File: config.mk
export PLATFORM = sky130hd
export DESIGN_NAME = aes_ram
export DESIGN_NICKNAME = d
export VERILOG_FILES = /design/src/sv/aes_ram.sv
export SDC_FILE = /design/constraint.sdc
export NUM_CORES = 2
export LEC_CHECK = 0
export BUFFER_PORTS_ARGS = -buffer_cell sky130_fd_sc_hd__buf_2
export CAP_MARGIN = 20
export CORE_ASPECT_RATIO = 0.75
export CORE_MARGIN = 4
export CORE_UTILIZATION = 45
export DETAILED_ROUTE_END_ITERATION = 10
export HOLD_SLACK_MARGIN = 0.02
export MAX_ROUTING_LAYER = met4
export PLACE_DENSITY = 0.7
export REMOVE_ABC_BUFFERS = 1
export SLEW_MARGIN = 20
export SYNTH_ARGS = -nofsm -noshare
export SYNTH_HDL_FRONTEND = slang
export SYNTH_SLANG_ARGS = --single-unit
File: constraint.sdc
create_clock -name i_clk -period 13.75 [get_ports i_clk]
set_clock_uncertainty 0.1 [all_clocks]
set_input_delay 1.375 -clock i_clk [delete_from_list [all_inputs] [get_ports i_clk]]
set_output_delay 1.375 -clock i_clk [all_outputs]
set_load 0.03 [all_outputs]
File: src/sv/aes_ram.sv
`default_nettype none
// ----------------------------------------------------------------------------
// aes_ram
// Generic simple dual-port RAM: one write port, one read port, registered
// read data.
// ----------------------------------------------------------------------------
module aes_ram #(
    parameter int WIDTH = 128,
    parameter int DEPTH = 15,
    localparam int AW = $clog2(DEPTH)
) (
    input  wire logic             i_clk,
    input  wire logic             i_we,
    input  wire logic [AW-1:0]    i_waddr,
    input  wire logic [WIDTH-1:0] i_wdata,
    input  wire logic [AW-1:0]    i_raddr,
    output logic      [WIDTH-1:0] o_rdata
);

    logic [WIDTH-1:0] r_mem [DEPTH];

    always_ff @(posedge i_clk) begin
        if (i_we) begin
            r_mem[i_waddr] <= i_wdata;
        end
        o_rdata <= r_mem[i_raddr];
    end

endmodule
`default_nettype wire

==> flow_summary.ini <==
[logic_synthesis]
syn_area_per_cell_sq_um = 20.55
ys_seq_area_share_pct = 79.59
synth_top_area_cell = edfxtp_1
synth_ff_type = edfxtp_1
ys_top_cells_by_area = edfxtp_1 76%, mux4_2 8.0%, mux2i_1 4.8%
synth_warnings = 0
synth_area_sq_um = 75660
synth_cell_types = 31
async_reset_ff_share_pct = 0
synth_edf_count = 1920
netlist.area_leader.share_pct = 76.20
yosysMostFrequentCell = edfxtp_1
synth_commonest_cells = 1920 x edfxtp_1, 360 x mux2i_1, 268 x mux4_2, 130 x nand2_1
syn_inst = 3682
ys_ff_latch = 2048

[hold_path]
min_to = o_rdata[119]$_DFF_P_
min_from = r_mem[14][119]$_DFFE_PP_
hp-class = reg -> reg
worstHoldPathCells = 2

[finish]
seqCellArea_sq_um = 60220
fillers = 13017
finalNetCount = 4145
areaGrowthSynthToFinish_pct = 13.39
drive_gt1_share_pct = 21.64
multiInputGateArea_sq_um = 14360

[die]
dieWidth_um = 481.5
ios = 266
dieArea_sq_um = 174800
initial_core_util_pct = 45.25
core_sq_um = 167200
die_y_um = 363.1
rows = 130

[place]
dp_hpwl_um = 90850
place_congestion = 0.7389
portBuffers = 265
place_ws_ps = 8015

[clock_tree]
h-tree-depth = 4
clkLatencyLatePin_ps = 810
cts.sinks = 2048
cts-buffers-inserted = 191
cts_resized = 0
cts_root_buf = clkbuf_16
cts_setup_buffers = 0
path_clk_slew_ps = 60
cts_tree = done
cts.path.max_buffers = 3
hold_buffers = 0

[global_routing]
grt_pass1_wl_um = 263100
first_global_vias = 36769
grt-ovfl-total = 0
antenna_found_initial = 52
grt_usage_pct = 21.33
grt_max_degree = 113

[worst_setup_path]
rrSetupSlack_ps = 12210
crit_path_end_kind = flip-flop
crit_path_start_kind = input pin
worstReg2RegEnd = o_rdata[38]$_DFF_P_
cp.arrival_ps = 5210
crit_type = in -> reg
cp_max_fo = 46
cp-startpoint = i_waddr[2]
crit_required_ps = 14050
reg2regPathDepth = 3
reg2reg_from = r_mem[7][38]$_DFFE_PP_

[pwr]
clkPwrFrac_pct = 40.3
ir_drop_mv = 0.1114
powerDensity_nw_per_um2 = 151.2
p_int_mw = 10.13
power_frac_seq_pct = 54.2
power_frac_comb_pct = 5.5
p_sw_share_pct = 21.94
leakagePower_nw = 28.16
p_switching_mw = 2.846

[drt]
ant_nets = 0
drtIter0Drc = 4362
drt_pre_antenna_iters = 6
vias_per_cell = 5.826
drt-total-wl_um = 183100
drc = 0
routedWlPerCell_um = 28.38
vias = 37583

[sta]
fin_crit_ps = 4905
worstMarginPinSlew_ps = 1179
timing.setup.tns_ps = 0
rsz0062_at_grt = no
fmax_ghz = 0.2039
finalHoldViolCount = 0
setup_violations = 0
period_share_pct = 35.67
slew_viol_final = 0
relSlewSlack_pct = 21.42
setup_ws_ps = 8845

[run_status]
status = completed

[run]
cap_viol_max_count = 0
[flip-flops by register name (all words and copies together), names as in the netlist]
signal   count
o_rdata    128
r_mem     1920
[metal layers]
layer	track usage [%]	wire length (um)	part of all wire, %	vias up
met1	30.42	77450	42	19722
met3	6.185	19530	11	263
li1	-	-	-	15791
met2	30.39	82330	45	1807
met5	-	0	0	-
met4	5.274	3782	2.1	0
[power by group through the flow]
stage | Clock (mW) | Combinational, mW | Sequential, mW
2_1_floorplan | 0 | 0.276 | 7.24
3_3_place_gp | 0 | 0.709 | 7.16
3_5_place_dp | 0 | 0.720 | 7.17
4_1_cts | 5.32 | 0.722 | 7.04
5_1_grt | 5.60 | 0.769 | 7.04
6_report | 5.22 | 0.715 | 7.04
[critical path, cell delays in order]
cell and delay, ps:
buf_2 110, or3b_2 590, nor2_4 730, buf_4 690, buf_4 680, buf_4 890
[area by class of cell]
class,instances,share of cell area [%]
Antenna cell,35,0.1021
Clock buffer,263,6.099
Clock inverter,95,1.216
Inverter,3,0.02188
Multi-Input combinational cell,1424,16.73
Sequential cell,2048,70.19
Tap cell,2244,3.273
Timing Repair Buffer,339,2.364
[cell families after synthesis]
group                  share of synthesized area, %
DFF                                           79.59
muxes                                         12.74
AOI/OAI and AO/OA                             4.154
and+or+nand+nor                               1.915
buffers and inverters                         1.599
[worst max path at each step]
stage / endpoint / cells past startpoint
6_report: r_mem[1][95]$_DFFE_PP_ / 6
5_1_grt: r_mem[1][78]$_DFFE_PP_ / 6
4_1_cts: r_mem[1][95]$_DFFE_PP_ / 6
3_5_place_dp: r_mem[1][30]$_DFFE_PP_ / 6
3_3_place_gp: r_mem[1][58]$_DFFE_PP_ / 6
2_1_floorplan: r_mem[0][0]$_DFFE_PP_ / 2
[layout by cell type, fill, tap and decap left out, types with 3 or more instances in the layout]
master and n:
mux4_2 268, clkinv_16 8, nor2_4 13, o22ai_1 116
bufinv_16 12, clkbuf_1 56, a31oi_1 116, buf_8 3
edfxtp_1 1920, clkinv_2 27, nor3_2 4, buf_4 64
nor2_1 19, dfxtp_1 128, inv_6 3, inv_16 3
clkinv_1 30, buf_12 9, clkbuf_16 193, o21ai_1 103
nand2b_1 121, o21ai_0 13, clkbuf_8 14, a22oi_1 128
mux2i_1 360, o211ai_1 12, a21oi_1 12, diode_2 35
nand2_1 130, buf_2 262, clkinvlp_4 9
[metrics by stage]
step,instances,instance area (sq um),total power [mW],hold WS (ps),util [%]
after floorplan,3475,74460,7.518,420.0,-
after global placement,6058,79420,7.874,436.0,47.50
after detailed placement,6058,79420,7.890,444.0,47.50
after CTS,6416,85700,13.08,461.6,51.25
after global routing,6445,85780,13.41,493.2,51.30
final,6451,85790,12.98,469.4,51.31
(Power assumes the default switching activity.)
